==> src/rtl/core/quadratic_interpolation_resampler_core_defines.svh <==
// Assertion macros shared by the resampler RTL.
`ifndef QUADRATIC_INTERPOLATION_RESAMPLER_CORE_DEFINES_SVH
`define QUADRATIC_INTERPOLATION_RESAMPLER_CORE_DEFINES_SVH
`ifndef SYNTHESIS
// Checked only out of reset.
`define QIR_ASSERT(lbl, clk, rst_n, prop, msg) \
    lbl: assert property (@(posedge clk) disable iff (!rst_n) prop) else $error(msg);
// Checked at every edge, reset included.
`define QIR_ASSERT_ALWAYS(lbl, clk, prop, msg) \
    lbl: assert property (@(posedge clk) prop) else $error(msg);
`else
`define QIR_ASSERT(lbl, clk, rst_n, prop, msg)
`define QIR_ASSERT_ALWAYS(lbl, clk, prop, msg)
`endif
`endif

==> src/rtl/core/qir_pkg.sv <==
package qir_pkg;

    localparam int MAX_SAMPLES = 1024;
    localparam int ADDR_W      = $clog2(MAX_SAMPLES);
    localparam int SAMPLE_BITS = 12;
    localparam int FRAC_BITS   = 8;
    localparam int CNT_W       = 11;
    localparam int IDX_W       = 10;
    localparam int NUM_W       = 20;
    localparam int T_BITS      = 16;
    localparam int QUO_W       = NUM_W + T_BITS;
    localparam int DIV_STEPS   = QUO_W;
    localparam int VALUE_W     = 22;
    localparam int QUEUE_DEPTH = 4;
    localparam int QPTR_W      = 2;

    localparam logic ACT_WRITE   = 1'b0;
    localparam logic ACT_REQUEST = 1'b1;

    localparam logic REG_IN_COUNT  = 1'b0;
    localparam logic REG_OUT_COUNT = 1'b1;

    // Item handed from front to back
    typedef struct packed {
        logic               act;
        logic [ADDR_W-1:0]  idx;
        logic [SAMPLE_BITS-1:0] sval;
        logic [NUM_W-1:0]   num;
    } qir_item_t;

    // Clamped configuration
    typedef struct packed {
        logic [ADDR_W-1:0] nim1;
        logic [CNT_W-1:0]  den;
    } qir_cfg_t;

    // One divider step
    typedef struct packed {
        logic               act;
        logic [ADDR_W-1:0]  idx;
        logic [SAMPLE_BITS-1:0] sval;
        logic [NUM_W-1:0]   dvd;
        logic [CNT_W-1:0]   rem;
        logic [QUO_W-1:0]   quo;
    } qir_div_t;

endpackage

==> src/rtl/core/qir_front.sv <==
module qir_front import qir_pkg::*; (
    input  logic            aclk,
    input  logic            aresetn,
    input  qir_cfg_t        cfg,
    input  logic            s_tvalid,
    output logic            s_tready,
    input  logic [31:0]     s_tdata,
    input  logic            s_tuser,
    output logic            q_push,
    input  logic            q_ready,
    output qir_item_t       q_item
);

    logic      f_valid_reg;
    qir_item_t f_item_reg;
    qir_item_t f_item_next;
    logic      take;

    assign s_tready = !f_valid_reg || q_ready;
    assign take     = s_tvalid && s_tready;
    assign q_push   = f_valid_reg;
    assign q_item   = f_item_reg;

    // unpack request and form i*(in_count-1)
    always_comb begin
        f_item_next.act  = s_tuser;
        f_item_next.idx  = s_tdata[ADDR_W-1:0];
        f_item_next.sval = s_tdata[ADDR_W+SAMPLE_BITS-1:ADDR_W];
        f_item_next.num  = NUM_W'(s_tdata[ADDR_W+SAMPLE_BITS+IDX_W-1:ADDR_W+SAMPLE_BITS]
                                  * cfg.nim1);
    end

    always_ff @(posedge aclk) begin
        if (!aresetn) begin
            f_valid_reg <= 1'b0;
        end else if (take) begin
            f_valid_reg <= 1'b1;
        end else if (q_ready) begin
            f_valid_reg <= 1'b0;
        end
    end

    always_ff @(posedge aclk) begin
        if (take) begin
            f_item_reg <= f_item_next;
        end
    end

endmodule

==> config.mk <==
export PLATFORM = sky130hd
export DESIGN_NAME = qir_front
export DESIGN_NICKNAME = d
export VERILOG_FILES = /design/src/rtl/core/quadratic_interpolation_resampler_core_defines.svh /design/src/rtl/core/qir_pkg.sv /design/src/rtl/core/qir_front.sv
export SDC_FILE = /design/constraint.sdc
export NUM_CORES = 1
export LEC_CHECK = 0
export ABC_AREA = 1
export BUFFER_PORTS_ARGS = -buffer_cell sky130_fd_sc_hd__buf_2
export CAP_MARGIN = 30
export CORE_ASPECT_RATIO = 0.9
export CORE_MARGIN = 5
export CORE_UTILIZATION = 25
export DETAILED_ROUTE_END_ITERATION = 6
export PLACE_DENSITY = 0.53
export SLEW_MARGIN = 20
export SYNTH_ARGS = -nofsm -noshare
export SYNTH_HDL_FRONTEND = slang
export SYNTH_SLANG_ARGS = --single-unit
export TNS_END_PERCENT = 100
==> constraint.sdc <==
create_clock -name aclk -period 11.1 [get_ports aclk]
set_clock_uncertainty 0.1 [all_clocks]
set_input_delay 1.665 -clock aclk [delete_from_list [all_inputs] [get_ports aclk]]
set_output_delay 1.665 -clock aclk [all_outputs]
set_load 0.02 [all_outputs]
==> flow_summary.yaml, run 1 <==
yosys:
  synth-simple-area-share: 0.164
  syn_inst: 565
  syn_area_per_cell_um2: 8.66
  synth.most_common_cell: "nand2_1"
  synth_top_family_by_area: "adder cells"
  ys_top_cells_by_count: "nand2_1, inv_1, fa_1"
  synthMuxAreaShare: 0
  synthArstFlopShare: 0
  synth.distinct_cells: 22
  synth_top_area_frac: 0.264
  yosysSeqAreaShare: 0.268
  synth-main-ff-cell: "edfxtp_1"
  synth_compound_area_frac: 0.0276
  synth_xor_area_frac: 0.0179
  synth_adder_area_share: 0.394
  synth_edf_count: 43
  yosysWarnings: 0
  ys_top_cells_by_area: "edfxtp_1, fa_1, ha_1, nand2_1, inv_1"
  synth_seq_cells: 44
  syn_area_um2: 4890
  synth_nets: 740
  yosysTopAreaCell: "edfxtp_1"
detailed_routing:
  routedWlPerCell_um: 12.2
  drtIter0Drc: 160
  routed_via_density: 4.05
  antenna_left: 0
  drtPass1Iterations: 4
  drc_errors: 0
  wirelength_mm: 10.9
  vias: 3623
floorplanning:
  die_area_um2: 22500
  num_rows: 48
  ioPinCount: 103
  core_um2: 19200
  dieWidth_um: 157
  initial_core_util: 0.255
  die_h_um: 143
cells_and_area:
  seqCellArea_um2: 1310
  drive_gt1_frac: 0.166
  antenna_cells: 0
  area_delta_synth_final_pct: 18.0
  finalNetCount: 819
  final-instance-count-excl-fill: 895
  fillCellCount: 2073
  multiInputGateArea_um2: 2960
  final_util: 0.300
clocking:
  cts_made_buffers: 5
  clk_latency_ns: 0.28
  clockBufferDepth: 2
  cts_setup_buffers: 0
  cts_sinks: 44
  clk_pin_slew_ns: 0.07
  hold_buffers: 0
  cts-root-buf: "clkbuf_16"
  cts_tree: "done"
  cts_max_level: 2
  cts_resized: 0
sta:
  max-slew-margin-rel: 0.619
  slew_viol_final: 0
  tns_ns: 0
  rsz0062_at_grt: "false"
  max_freq_ghz: 0.167
  fin_crit_sh: 0.539
  fin_crit_ns: 5.99
  hold_violations: 0
  finalSetupViolCount: 0
  whs_ns: 0.456
  worst_pin_slew_ns: 0.572
power_and_ir_drop:
  clockPowerShare: 0.134
  swShare: 0.477
  leakage_nw: 3.32
  power_frac_comb: 0.657
  switchingPower_w: 0.000595
  finalPower_w: 0.00125
  seq_power_share: 0.208
  vdd_drop_max_v: 0.0000977
  p_int_w: 0.000653
  pwr_density_cell_nw_per_um2: 216
run:
  max_cap_viol_count: 0
grt:
  grt_usage: 0.105
  grt_max_degree: 44
  grt_overflow: 0
  antenna_found_initial: 0
  grt_pass1_wl_mm: 19.0
  grt_pass1_vias: 3852
critical_path:
  max_stage_delay_ns: 0.55
  end_kind: "register"
  startpoint_type: "input pin"
  cpMostUsedCell: "nand2_1"
  required_ns: 11.04
  crit_fanout: 10
  critPathLaunch: "cfg[12]"
  crit_chain: "buf_2 > nand2_1 > fa_1 > inv_1 > fa_1 > inv_1 > fa_1 > inv_1 > fa_1 > inv_1 > fa_1 > inv_1 > ha_1 > nand2_1 > nand2_1 > a21oi_1 > nand3_2 > nand2_1 > nand2_1 > nand2_1 > nand2_1"
  crit_slowest_cell: "fa_1"
  timing.rr.start: "q_push"
  path_class: "input pin to register"
  reg2reg_depth: 2
  cp.arrival_ns: 5.92
worst_hold_path:
  worstHoldStart: "q_push"
  worstHoldPathType: "register to register"
  whs_path_depth: 2
placed_design:
  place_inst: 887
  io_buffers: 91
  hpwl_mm: 8.96
  gp_congestion: 0.829
outcome:
  status: "completed"
sequential cells by signal (all words and copies together), names as in the netlist:
name,count
q_push,1
q_item,43
critical path, delay by kind of cell:
kind | cells | cell delay (ns)
buffers and inverters | 6 | 0.47
adders and majority gates | 6 | 2.89
AOI/OAI and AO/OA | 1 | 0.17
and+or+nand+nor | 8 | 0.71
cell type report:
type,count,share of cell area
flip-flops and latches,44,0.227
clock inverters,3,0.00737
repair buffers,92,0.0802
multi-input cells,353,0.513
well taps,250,0.0542
clock buffers,5,0.0217
inverters,148,0.0962
per-layer routing:
metal  vias to the layer above  GRT usage  share of wire
met1                      1717      0.153           0.51
met2                        69      0.168           0.44
met3                         6     0.0230          0.049
li1                       1831          -              -
met5                         -          0              0
met4                         0     0.0113         0.0052
through the flow:
step	setup WS [ns]	instance area, um^2
6_report	5.11	5770
5_1_grt	4.85	5770
4_1_cts	5.09	5770
3_5_place_dp	4.80	5610
3_3_place_gp	4.89	5610
2_1_floorplan	5.11	4890
cell families after synthesis:
kind of cell,after synthesis
buf+inv,168
xor+xnor,10
flops,44
compound gates,26
simple gates,200
fa+ha+maj,117
cell usage in the layout (no fill, tap or decap):
cell type / n
ha_1: 55
nor2_1: 10
xnor2_1: 2
clkinv_4: 1
clkinv_1: 2
buf_4: 1
nor2_4: 1
nor2_2: 1
a21oi_1: 17
a21o_1: 1
nand2_2: 4
nand3_2: 1
dfxtp_1: 1
o21ai_0: 6
a21oi_4: 1
a21boi_0: 1
bufinv_16: 1
xor2_1: 8
buf_2: 91
and2_1: 2
inv_1: 147
clkbuf_16: 5
edfxtp_1: 43
fa_1: 62
nand2_1: 166
nand3_1: 13
nor3_1: 2
final timing paths:
path	slack (ns)	to
hold / removal	0.46	q_push
setup reg to reg	9.64	q_item[40]
setup / recovery	5.11	q_item[19]
hold reg to reg	0.46	q_push
power groups by stage:
stage	Clock (W)	Combinational (W)	Sequential (W)
floorplan	0	0.000575	0.000311
global placement	0	0.000828	0.000263
detailed placement	0	0.000829	0.000264
CTS	0.000177	0.000838	0.000260
finish	0.000168	0.000820	0.000260
global route	0.000184	0.000957	0.000264
Note: power is estimated with default switching activity, not from simulation.
==> inputs of run 2 (changes only) <==
PLACE_DENSITY = 0.54   (was 0.53)
clock period = 5.35 ns   (was 11.1 ns; I/O delays follow)
==> run 2 against run 1 <==
Sequential share of layout area down 0.33 points; highest routed layer unchanged; die area is the same; count of clock-buffer cells in the layout up 1; wire length rose by 3.1%; non-clock buffer count up 15; flip-flop and latch count stayed put; critical endpoint unchanged; core utilization is 0.45 points higher; combinational power rose by 110%; global-route usage rose by 0.13 points.
==> flow_summary.yaml, run 2 (same netlist as run 1, synthesis figures left out) <==
placed_design:
  gp_congestion: 0.810
  hpwl_mm: 9.56
  io_buffers: 91
  place_inst: 902
clocking:
  cts_setup_buffers: 0
  clk_pin_slew_ns: 0.07
  clockBufferDepth: 2
  cts_made_buffers: 5
  cts_tree: "done"
  cts_sinks: 44
  cts-root-buf: "clkbuf_16"
  cts_resized: 0
  clk_latency_ns: 0.28
  cts_max_level: 2
  hold_buffers: 0
detailed_routing:
  vias: 3685
  routedWlPerCell_um: 12.4
  routed_via_density: 4.05
  drtPass1Iterations: 4
  drtIter0Drc: 183
  antenna_left: 0
  wirelength_mm: 11.2
  drc_errors: 0
critical_path:
  required_ns: 5.29
  startpoint_type: "input pin"
  path_class: "input pin to register"
  path_buf_inv: 6
  crit_chain: "buf_2 > nand2_1 > fa_1 > inv_1 > fa_1 > inv_1 > fa_1 > inv_1 > fa_1 > inv_1 > fa_1 > inv_1 > ha_1 > nand2_1 > nand2_1 > a21oi_1 > nand3_2 > nand2_1 > nand2_1 > nand2_1 > nand2_1"
  cpLargestDelayFamily: "adder cells"
  end_kind: "register"
  max_stage_delay_ns: 0.53
  crit_fanout: 4
  cpMostUsedCell: "nand2_1"
  crit_slowest_cell: "fa_1"
  cp.arrival_ns: 4.90
sta:
  fin_crit_sh: 0.926
  finalSetupViolCount: 0
  hold_violations: 0
  fin_crit_ns: 4.96
  max_freq_ghz: 0.202
  rsz0062_at_grt: "false"
  slew_viol_final: 0
  tns_ns: 0
  max-slew-margin-rel: 0.604
  worst_pin_slew_ns: 0.594
power_and_ir_drop:
  pwr_density_cell_nw_per_um2: 434
  vdd_drop_max_v: 0.000218
  leakage_nw: 3.37
floorplanning:
  die_area_um2: 22500
  initial_core_util: 0.255
  die_h_um: 143
  dieWidth_um: 157
  ioPinCount: 103
  core_um2: 19200
  num_rows: 48
run:
  max_cap_viol_count: 0
cells_and_area:
  largest_reg_flops: 43
  mostFrequentLayoutCells: "nand2_1, inv_1, buf_2, fa_1, ha_1"
  antenna_cells: 0
  final-instance-count-excl-fill: 910
  drive_gt1_frac: 0.185
  finalNetCount: 834
  area_delta_synth_final_pct: 19.7
  fillCellCount: 2079
  final_common_cell: "nand2_1"
grt:
  grt_usage: 0.107
  grt_pass1_vias: 3996
  grt_pass1_wl_mm: 19.3
  grt_overflow: 0
  grt_max_degree: 44
  antenna_found_initial: 0
outcome:
  status: "completed"
worst_hold_path:
  worstHoldPathType: "register to register"
## run 2: routing by layer
layer | vias to the layer above | track usage | share of wire
met5 | - | 0 | 0
met4 | 0 | 0.0109 | 0.0049
met3 | 4 | 0.0200 | 0.046
met2 | 76 | 0.170 | 0.43
met1 | 1741 | 0.157 | 0.52
li1 | 1864 | - | -
## run 2: power by group
part | internal [W] | switching (W) | total (W) | leakage (nW)
Clock | 0.000173 | 0.000130 | 0.000302 | 0.0669
Sequential | 0.000525 | 0.0000174 | 0.000542 | 0.426
Combinational | 0.000616 | 0.00109 | 0.00170 | 2.88
## run 2: layout make-up
cell class | count | area, um^2 | share of cell area
tap | 250 | 313 | 0.0534
inverter | 148 | 556 | 0.0948
clock buffer | 6 | 129 | 0.0220
clock inverter | 2 | 12.5 | 0.00213
multi-input combinational | 353 | 2960 | 0.506
sequential | 44 | 1310 | 0.224
timing repair buffer | 107 | 576 | 0.0982
## run 2: final timing paths
| path | startpoint | end | slack [ns] | depth (start not counted) |
|---|---|---|---|---|
| max | s_tdata[29] | q_item[19] | 0.39 | 21 |
| min | q_push | q_push | 0.45 | 2 |
| max reg2reg | q_push | q_item[20] | 3.87 | 2 |
| min reg2reg | q_push | q_push | 0.45 | 2 |
## run 2: worst min-delay path: stages (launching register included)
cell and delay (ns):
dfxtp_1 0.34, nand2_1 0.09, a21boi_0 0.07
## run 2: metrics by stage
stage | setup slack, ns | hold slack (ns) | utilization | power (W) | instance area (um^2)
2_1_floorplan | 0.226 | 0.629 | - | 0.00184 | 4890
3_3_place_gp | 0.104 | 0.454 | 0.298 | 0.00227 | 5720
3_5_place_dp | 0.0968 | 0.453 | 0.298 | 0.00228 | 5720
4_1_cts | 0.396 | 0.464 | 0.305 | 0.00260 | 5860
5_1_grt | 0.130 | 0.485 | 0.305 | 0.00287 | 5860
6_report | 0.395 | 0.455 | 0.305 | 0.00255 | 5860
