### config.mk
export PLATFORM = sky130hd
export DESIGN_NAME = qir_queue
export DESIGN_NICKNAME = d
export VERILOG_FILES = /design/src/rtl/core/quadratic_interpolation_resampler_core_defines.svh /design/src/rtl/core/qir_pkg.sv /design/src/rtl/core/qir_queue.sv
export SDC_FILE = /design/constraint.sdc
export NUM_CORES = 1
export LEC_CHECK = 0
export ABC_AREA = 1
export BUFFER_PORTS_ARGS = -buffer_cell sky130_fd_sc_hd__buf_2
export CAP_MARGIN = 20
export CORE_ASPECT_RATIO = 0.75
export CORE_MARGIN = 4
export CORE_UTILIZATION = 40
export DETAILED_ROUTE_END_ITERATION = 8
export GPL_TIMING_DRIVEN = 0
export MAX_ROUTING_LAYER = met4
export PLACE_DENSITY = 0.58
export SETUP_SLACK_MARGIN = 0.05
export SLEW_MARGIN = 20
export SYNTH_ARGS = -nofsm -noshare
export SYNTH_HDL_FRONTEND = slang
export SYNTH_SLANG_ARGS = --single-unit
### constraint.sdc
create_clock -name aclk -period 3.8 [get_ports aclk]
set_clock_uncertainty 0.1 [all_clocks]
set_input_delay 0.57 -clock aclk [delete_from_list [all_inputs] [get_ports aclk]]
set_output_delay 0.57 -clock aclk [all_outputs]
set_load 0.05 [all_outputs]
### src/rtl/core/quadratic_interpolation_resampler_core_defines.svh
// Assertion macros shared by the resampler RTL.
`ifndef QUADRATIC_INTERPOLATION_RESAMPLER_CORE_DEFINES_SVH
`define QUADRATIC_INTERPOLATION_RESAMPLER_CORE_DEFINES_SVH
`ifndef SYNTHESIS
// Checked only out of reset.
`define QIR_ASSERT(lbl, clk, rst_n, prop, msg) \
    lbl: assert property (@(posedge clk) disable iff (!rst_n) prop) else $error(msg);
// Checked at every edge, reset included.
`define QIR_ASSERT_ALWAYS(lbl, clk, prop, msg) \
    lbl: assert property (@(posedge clk) prop) else $error(msg);
`else
`define QIR_ASSERT(lbl, clk, rst_n, prop, msg)
`define QIR_ASSERT_ALWAYS(lbl, clk, prop, msg)
`endif
`endif

### src/rtl/core/qir_pkg.sv
package qir_pkg;

    localparam int MAX_SAMPLES = 1024;
    localparam int ADDR_W      = $clog2(MAX_SAMPLES);
    localparam int SAMPLE_BITS = 12;
    localparam int FRAC_BITS   = 8;
    localparam int CNT_W       = 11;
    localparam int IDX_W       = 10;
    localparam int NUM_W       = 20;
    localparam int T_BITS      = 16;
    localparam int QUO_W       = NUM_W + T_BITS;
    localparam int DIV_STEPS   = QUO_W;
    localparam int VALUE_W     = 22;
    localparam int QUEUE_DEPTH = 4;
    localparam int QPTR_W      = 2;

    localparam logic ACT_WRITE   = 1'b0;
    localparam logic ACT_REQUEST = 1'b1;

    localparam logic REG_IN_COUNT  = 1'b0;
    localparam logic REG_OUT_COUNT = 1'b1;

    // Item handed from front to back
    typedef struct packed {
        logic               act;
        logic [ADDR_W-1:0]  idx;
        logic [SAMPLE_BITS-1:0] sval;
        logic [NUM_W-1:0]   num;
    } qir_item_t;

    // Clamped configuration
    typedef struct packed {
        logic [ADDR_W-1:0] nim1;
        logic [CNT_W-1:0]  den;
    } qir_cfg_t;

    // One divider step
    typedef struct packed {
        logic               act;
        logic [ADDR_W-1:0]  idx;
        logic [SAMPLE_BITS-1:0] sval;
        logic [NUM_W-1:0]   dvd;
        logic [CNT_W-1:0]   rem;
        logic [QUO_W-1:0]   quo;
    } qir_div_t;

endpackage

### src/rtl/core/qir_queue.sv
module qir_queue import qir_pkg::*; (
    input  logic      aclk,
    input  logic      aresetn,
    input  logic      push,
    output logic      push_ready,
    input  qir_item_t push_item,
    output logic      pop_valid,
    input  logic      pop,
    output qir_item_t pop_item
);

    qir_item_t         slot_reg [QUEUE_DEPTH];
    logic [QPTR_W-1:0] wr_ptr_reg, rd_ptr_reg;
    logic [QPTR_W:0]   count_reg;
    logic              do_push, do_pop;

    assign pop_valid  = (count_reg != '0);
    assign push_ready = (count_reg != (QPTR_W+1)'(QUEUE_DEPTH)) || pop;
    assign do_push    = push && push_ready;
    assign do_pop     = pop && pop_valid;
    assign pop_item   = slot_reg[rd_ptr_reg];

    always_ff @(posedge aclk) begin
        if (!aresetn) begin
            wr_ptr_reg <= '0;
            rd_ptr_reg <= '0;
            count_reg  <= '0;
        end else begin
            if (do_push) wr_ptr_reg <= wr_ptr_reg + 1'b1;
            if (do_pop)  rd_ptr_reg <= rd_ptr_reg + 1'b1;
            if (do_push && !do_pop) begin
                count_reg <= count_reg + 1'b1;
            end else if (do_pop && !do_push) begin
                count_reg <= count_reg - 1'b1;
            end
        end
    end

    always_ff @(posedge aclk) begin
        if (do_push) begin
            slot_reg[wr_ptr_reg] <= push_item;
        end
    end

endmodule

==> flow_metrics.env, run 1 <==
export IMPL_dp_cells=799
export IMPL_p_leak_nw=2.99
export IMPL_vdd_drop_max_mv=0.343
export IMPL_largest_reg_flops=172
export IMPL_syn_avg_cell_area_sq_um=14.1
export IMPL_hold_violations=0
export IMPL_met3_length_mm=1.15
export IMPL_synth_area_leaders="edfxtp_1 (75%), o21ai_0 (5.9%), nor2_1 (5.4%)"
export IMPL_antenna_found_initial=2
export IMPL_final_cell_count_no_fill=833
export IMPL_clkSinkCount=181
export IMPL_drt_total_wl_mm=15.5
export IMPL_drt_iter0_markers=302
export IMPL_utilization_pct=49.8
export IMPL_cp_start_kind="flip-flop"
export IMPL_row_count=41
export IMPL_ctsHoldBuffers=0
export IMPL_clk_path_buf_depth=2
export IMPL_num_vias=4272
export IMPL_layout_drive_gt1_share_pct=24.2
export IMPL_fmax_mhz=348
export IMPL_min_period_ns=2.87
export IMPL_die_area_sq_um=19300
export IMPL_yosysWarnings=0
export IMPL_dr_wl_met2_mm=7.56
export IMPL_cp_max_fo=10
export IMPL_top_layer="met4"
export IMPL_dp_hpwl_mm=9.96
export IMPL_wire_per_inst_microns=18.6
export IMPL_rsz0062_at_grt="no"
export IMPL_maxCapViolations=0
export IMPL_clockRootBuffer="clkbuf_16"
export IMPL_die_width_microns=159
export IMPL_post_dp_cell_area_sq_um=7790
export IMPL_slew_violations=0
export IMPL_numCtsBuffers=17
export IMPL_track_usage_pct=17.2
export IMPL_cts_setup_buffers=0
export IMPL_setup_slack_ns=0.928
export IMPL_grt_pass1_wl_mm=24.2
export IMPL_clkLatencyLatePin_ns=0.43
export IMPL_area_delta_synth_final_pct=22.5
export IMPL_grt_pass1_vias=4433
export IMPL_syn_inst=485
export IMPL_drcViolationCount=0
export IMPL_detail_route_antenna_nets=0
export IMPL_ios=92
export IMPL_start_util_pct=40.7
export IMPL_synth_largest_area_cell="edfxtp_1"
export IMPL_grt_max_degree=22
export IMPL_cts_tree="done"
export IMPL_synth_top_cell_area_share_pct=75.5
export IMPL_avgViaCountPerCell=5.13
export IMPL_fin_area_sq_um=8380
export IMPL_port_buffers=91
export IMPL_yosysSeqAreaShare_pct=78.1
export IMPL_clk_pin_slew_ns=0.06
export IMPL_fp_dieH_microns=121
export IMPL_power_density_nw_per_um2=743
export IMPL_worstMarginPinSlew_ns=0.561
export IMPL_end_kind="primary output"
export IMPL_fin_crit_sh_pct=75.6
export IMPL_syn_num_nets=538
export IMPL_globalplace_congestion=0.719
export IMPL_yosys_cell_types_count=18
export IMPL_grt_ovfl_total=0
export IMPL_min_path_type="input port to flip-flop"
export IMPL_drt_pass1_iter_count=4
export IMPL_setup_violations_final=0
export IMPL_nets=656
export IMPL_syn_cell_area_sq_um=6840
export IMPL_outcome="finished, final reports clean"
export IMPL_arrival_ns=2.20
export IMPL_synth_seq_cells=181
export IMPL_core_region_area_sq_um=16800
export IMPL_cts_resized=0
export IMPL_critical_path_class="flip-flop to primary output"
export IMPL_pre_cts_ws_ns=1.23
export IMPL_htreeDepth=4
export IMPL_n_fill_cell=1436
export IMPL_cp_required_ns=3.13
export IMPL_wl_met1_mm=6.67
export IMPL_worst_slew_margin_rel_pct=62.6
-- worst max-delay path, stage by stage (launching register included) --
cell and delay [ns]:
dfxtp_1 0.40, inv_2 0.17, clkbuf_1 0.44, o21ai_1 0.13, o22ai_1 0.29, buf_2 0.33
-- power by group --
group	switching, mW	leakage, nW	internal [mW]	total, mW
registers	0.0560	1.65	2.37	2.43
clock network	0.710	0.281	1.03	1.74
logic	1.58	1.06	0.492	2.07
-- stage by stage --
| step | power, mW | TNS (ns) | hold slack, ns |
|---|---|---|---|
| detailed placement | 4.56 | 0 | 0.404 |
| CTS | 6.29 | 0 | 0.237 |
| global route | 6.52 | 0 | 0.240 |
| global placement | 4.49 | -188.76 | 0.382 |
| finish | 6.23 | 0 | 0.254 |
| floorplan | 3.93 | 0 | 0.365 |
-- cell usage in the layout (no fill, tap or decap) --
cell / instances
clkinvlp_4: 3
inv_2: 2
nand3_1: 5
o22ai_1: 43
nor2_1: 95
clkbuf_1: 12
diode_2: 2
o21ai_1: 7
clkbuf_16: 17
fa_1: 1
buf_16: 4
ha_1: 5
xor2_1: 1
dfxtp_1: 9
inv_1: 15
o21ai_0: 80
buf_6: 5
buf_12: 4
buf_2: 96
bufinv_16: 3
clkinv_1: 2
nand2_1: 15
a21oi_1: 5
clkinv_2: 3
clkinv_4: 3
nor2_4: 4
edfxtp_1: 172
buf_4: 5
-- path summary, 6_finish.rpt --
kind / startpoint / to / slack [ns] / depth (start not counted)
worst max-delay path: flip-flop / pop_item[40] / 0.93 / 5
worst min-delay path: push_item[30] / slot_reg[0][30]$_DFFE_PP_ / 0.25 / 1
worst max register to register: count_reg[1]$_SDFFE_PN0P_ / count_reg[1]$_SDFFE_PN0P_ / 1.54 / 9
worst min register to register: rd_ptr_reg[1]$_SDFFE_PN0P_ / rd_ptr_reg[1]$_SDFFE_PN0P_ / 0.41 / 2
-- layer usage --
metal  GRT usage [%]  up-vias
met5               -        -
met4            4.82        0
met3            5.50       15
met2            27.5      121
met1            21.6     2094
li1                -     2042
-- Yosys cell counts --
cell type and count:
xor2_1 1, o21ai_1 7, fa_1 1, nand3_1 5
clkbuf_1 11, nor2_1 99, edfxtp_1 172, ha_1 5
inv_2 2, o21ai_0 80, buf_6 5, inv_1 15
buf_2 5, nand2_1 15, o22ai_1 43, dfxtp_1 9
a21oi_1 5, buf_4 5
-- logic make-up (layout without fill, tap and decap cells) --
kind of cell,count (synthesis),after routing,share of synthesized area [%]
adders and majority gates,6,6,1.21
and+or+nand+nor,119,119,6.62
buffers and inverters,43,174,3.27
other,0,2,0
xor gates and xnor gates,1,1,0.128
AOI/OAI and AO/OA,135,135,10.7
DFF,181,181,78.1
-- area by class of cell --
cell class	count	area (sq um)	share of cell area, %
Sequential cell	181	5350	63.8
Multi-Input combinational cell	261	1300	15.6
Timing Repair Buffer	99	646	7.70
Clock buffer	18	429	5.12
Tap cell	215	269	3.21
Clock inverter	14	161	1.93
Buffer	26	160	1.91
Inverter	17	63.8	0.761
Antenna cell	2	5.00	0.0597
(Power assumes the default switching activity.)
==> inputs of run 2 (changes only) <==
--- a/config.mk
+++ b/config.mk
@@ -14,7 +14,7 @@
 export DETAILED_ROUTE_END_ITERATION = 8
 export GPL_TIMING_DRIVEN = 0
 export MAX_ROUTING_LAYER = met4
-export PLACE_DENSITY = 0.58
+export PLACE_DENSITY = 0.6
 export SETUP_SLACK_MARGIN = 0.05
 export SLEW_MARGIN = 20
 export SYNTH_ARGS = -nofsm -noshare
==> constraint.sdc (replaced) <==
create_clock -name aclk -period 2.64 [get_ports aclk]
set_clock_uncertainty 0.1 [all_clocks]
set_input_delay 0.396 -clock aclk [delete_from_list [all_inputs] [get_ports aclk]]
set_output_delay 0.396 -clock aclk [all_outputs]
set_load 0.05 [all_outputs]
==> run 2 against run 1 <==
  * Critical path depth is 1 lower
  * Combinational power up 44%
  * Flip-flop and latch count unchanged
  * Highest routed layer unchanged
==> flow_metrics.env, run 2 (synthesized netlist as in run 1, its figures left out) <==
export IMPL_outcome="finished, final reports clean"
export IMPL_start_util_pct=40.7
export IMPL_cp_required_ns=2.14
export IMPL_regToRegSetupSlack_ns=0.34
export IMPL_dr_wl_met2_mm=7.39
export IMPL_slew_violations=0
export IMPL_r2r_start="count_reg[1]$_SDFFE_PN0P_"
export IMPL_clkSinkCount=181
export IMPL_clk_pin_slew_ns=0.06
export IMPL_maxCapViolations=0
export IMPL_drcViolationCount=0
export IMPL_cpPeakStageDelay_ns=0.47
export IMPL_r2r_end="count_reg[1]$_SDFFE_PN0P_"
export IMPL_grt_pass1_vias=4304
export IMPL_fp_dieH_microns=121
export IMPL_antenna_found_initial=2
export IMPL_n_fill_cell=1419
export IMPL_setup_violations_final=0
export IMPL_regArea_sq_um=5350
export IMPL_arrival_ns=1.96
export IMPL_cp_num_buf_inv=2
export IMPL_grt_ovfl_total=0
export IMPL_dp_hpwl_mm=9.84
export IMPL_wl_met1_mm=6.81
export IMPL_grt_max_degree=23
export IMPL_die_width_microns=159
export IMPL_setup_slack_ns=0.187
export IMPL_final_cell_mix="edfxtp_1 (172), buf_2 (96), nor2_1 (95), o21ai_0 (80), o22ai_1 (43)"
export IMPL_detail_route_antenna_nets=0
export IMPL_grt_pass1_wl_mm=23.5
export IMPL_drt_pass1_iter_count=5
export IMPL_p_leak_nw=3.04
export IMPL_drt_total_wl_mm=15.5
export IMPL_cts_tree="done"
export IMPL_cp_max_fo=10
export IMPL_power_density_nw_per_um2=1080
export IMPL_min_path_type="input port to flip-flop"
export IMPL_avgViaCountPerCell=5.14
export IMPL_die_area_sq_um=19300
export IMPL_rsz0062_at_grt="no"
export IMPL_clockRootBuffer="clkbuf_16"
export IMPL_track_usage_pct=16.9
export IMPL_met3_length_mm=1.10
export IMPL_crit_slowest_cell="dfxtp_1"
export IMPL_fin_crit_sh_pct=92.9
export IMPL_multiInputGateArea_sq_um=1300
export IMPL_hold_violations=0
export IMPL_worstPathCellList="clkbuf_2 -> o21ai_0 -> o22ai_1 -> buf_2"
export IMPL_num_vias=4281
export IMPL_fin_area_sq_um=8420
export IMPL_htreeDepth=4
export IMPL_worst_slew_margin_rel_pct=47.9
export IMPL_layout_commonest_cell="edfxtp_1"
export IMPL_end_kind="primary output"
export IMPL_cp_start_kind="flip-flop"
export IMPL_nets=656
export IMPL_row_count=41
export IMPL_core_region_area_sq_um=16800
export IMPL_reg2reg_depth=9
export IMPL_cts_setup_buffers=0
export IMPL_largest_reg_flops=172
export IMPL_wire_per_inst_microns=18.6
export IMPL_path_depth=4
export IMPL_pre_cts_ws_ns=0.250
export IMPL_ios=92
export IMPL_numCtsBuffers=17
export IMPL_vdd_drop_max_mv=0.463
export IMPL_cp_top_family="buffers and inverters"
export IMPL_drt_iter0_markers=304
export IMPL_fmax_mhz=408
export IMPL_layout_drive_gt1_share_pct=26.3
export IMPL_post_dp_cell_area_sq_um=7780
export IMPL_port_buffers=91
export IMPL_finalSetupTns_ns=0
export IMPL_top_layer="met4"
export IMPL_min_period_ns=2.45
export IMPL_area_delta_synth_final_pct=23.0
export IMPL_crit_path_end="pop_item[37]"
export IMPL_clk_path_buf_depth=2
export IMPL_clkLatencyLatePin_ns=0.42
export IMPL_critical_path_class="flip-flop to primary output"
export IMPL_worstMarginPinSlew_ns=0.780
export IMPL_globalplace_congestion=0.803
==> run 2: how the worst min path moves through the flow <==
| stage | from | endpoint | slack [ns] | cells after the start |
|---|---|---|---|---|
| after detailed placement | rd_ptr_reg[0]$_SDFFE_PN0P_ | rd_ptr_reg[0]$_SDFFE_PN0P_ | 0.41 | 2 |
| after global routing | push_item[32] | slot_reg[2][32]$_DFFE_PP_ | 0.07 | 1 |
| after global placement | rd_ptr_reg[0]$_SDFFE_PN0P_ | rd_ptr_reg[0]$_SDFFE_PN0P_ | 0.39 | 2 |
| after CTS | push_item[31] | slot_reg[0][31]$_DFFE_PP_ | 0.07 | 1 |
| final | push_item[26] | slot_reg[2][26]$_DFFE_PP_ | 0.08 | 1 |
| after floorplan | rd_ptr_reg[1]$_SDFFE_PN0P_ | flip-flop | 0.36 | 2 |
==> run 2: layout make-up <==
class,count,share of cell area [%]
sequential,181,63.5
multi-input combinational,261,15.5
timing repair buffer,99,7.64
clock buffer,18,5.10
tap,215,3.20
clock inverter,14,2.20
buffer,26,2.07
inverter,17,0.758
antenna,2,0.0594
==> run 2: worst register-to-register path, cell delays in order, from the launching register on <==
cell     delay, ns
dfxtp_1       0.34
nor2_1        0.16
nand2_1       0.15
nand2_1       0.35
inv_1         0.09
ha_1          0.22
inv_1         0.08
fa_1          0.41
o21ai_0       0.23
nor2_1        0.06
==> run 2: power by group <==
| part | leakage (nW) | switching [mW] | internal (mW) | total, mW |
|---|---|---|---|---|
| clock network | 0.297 | 0.995 | 1.58 | 2.57 |
| logic | 1.09 | 2.28 | 0.715 | 2.99 |
| registers | 1.65 | 0.0843 | 3.41 | 3.50 |
| total | 3.04 | 3.35 | 5.70 | 9.06 |
==> run 2: per-layer routing <==
| layer | track usage (%) | up-vias |
|---|---|---|
| met1 | 21.3 | 2093 |
| met5 | - | - |
| li1 | - | 2037 |
| met3 | 5.43 | 15 |
| met2 | 26.3 | 136 |
| met4 | 5.64 | 0 |
==> run 2: metrics by stage <==
step	util (%)	power, mW	hold slack, ns	cells
after detailed placement	46.3	6.56	0.413	799
final	50.0	9.06	0.0789	833
after CTS	50.0	9.14	0.0655	831
after global routing	50.0	9.48	0.0652	833
after floorplan	-	5.66	0.365	485
after global placement	45.0	6.44	0.385	791
==> run 2: what timing repair did <==
item	in CTS	in global routing
endpoints found under the setup margin	17	19
hold buffers	0	0
gates resized for setup	7	9
cloned	0	0
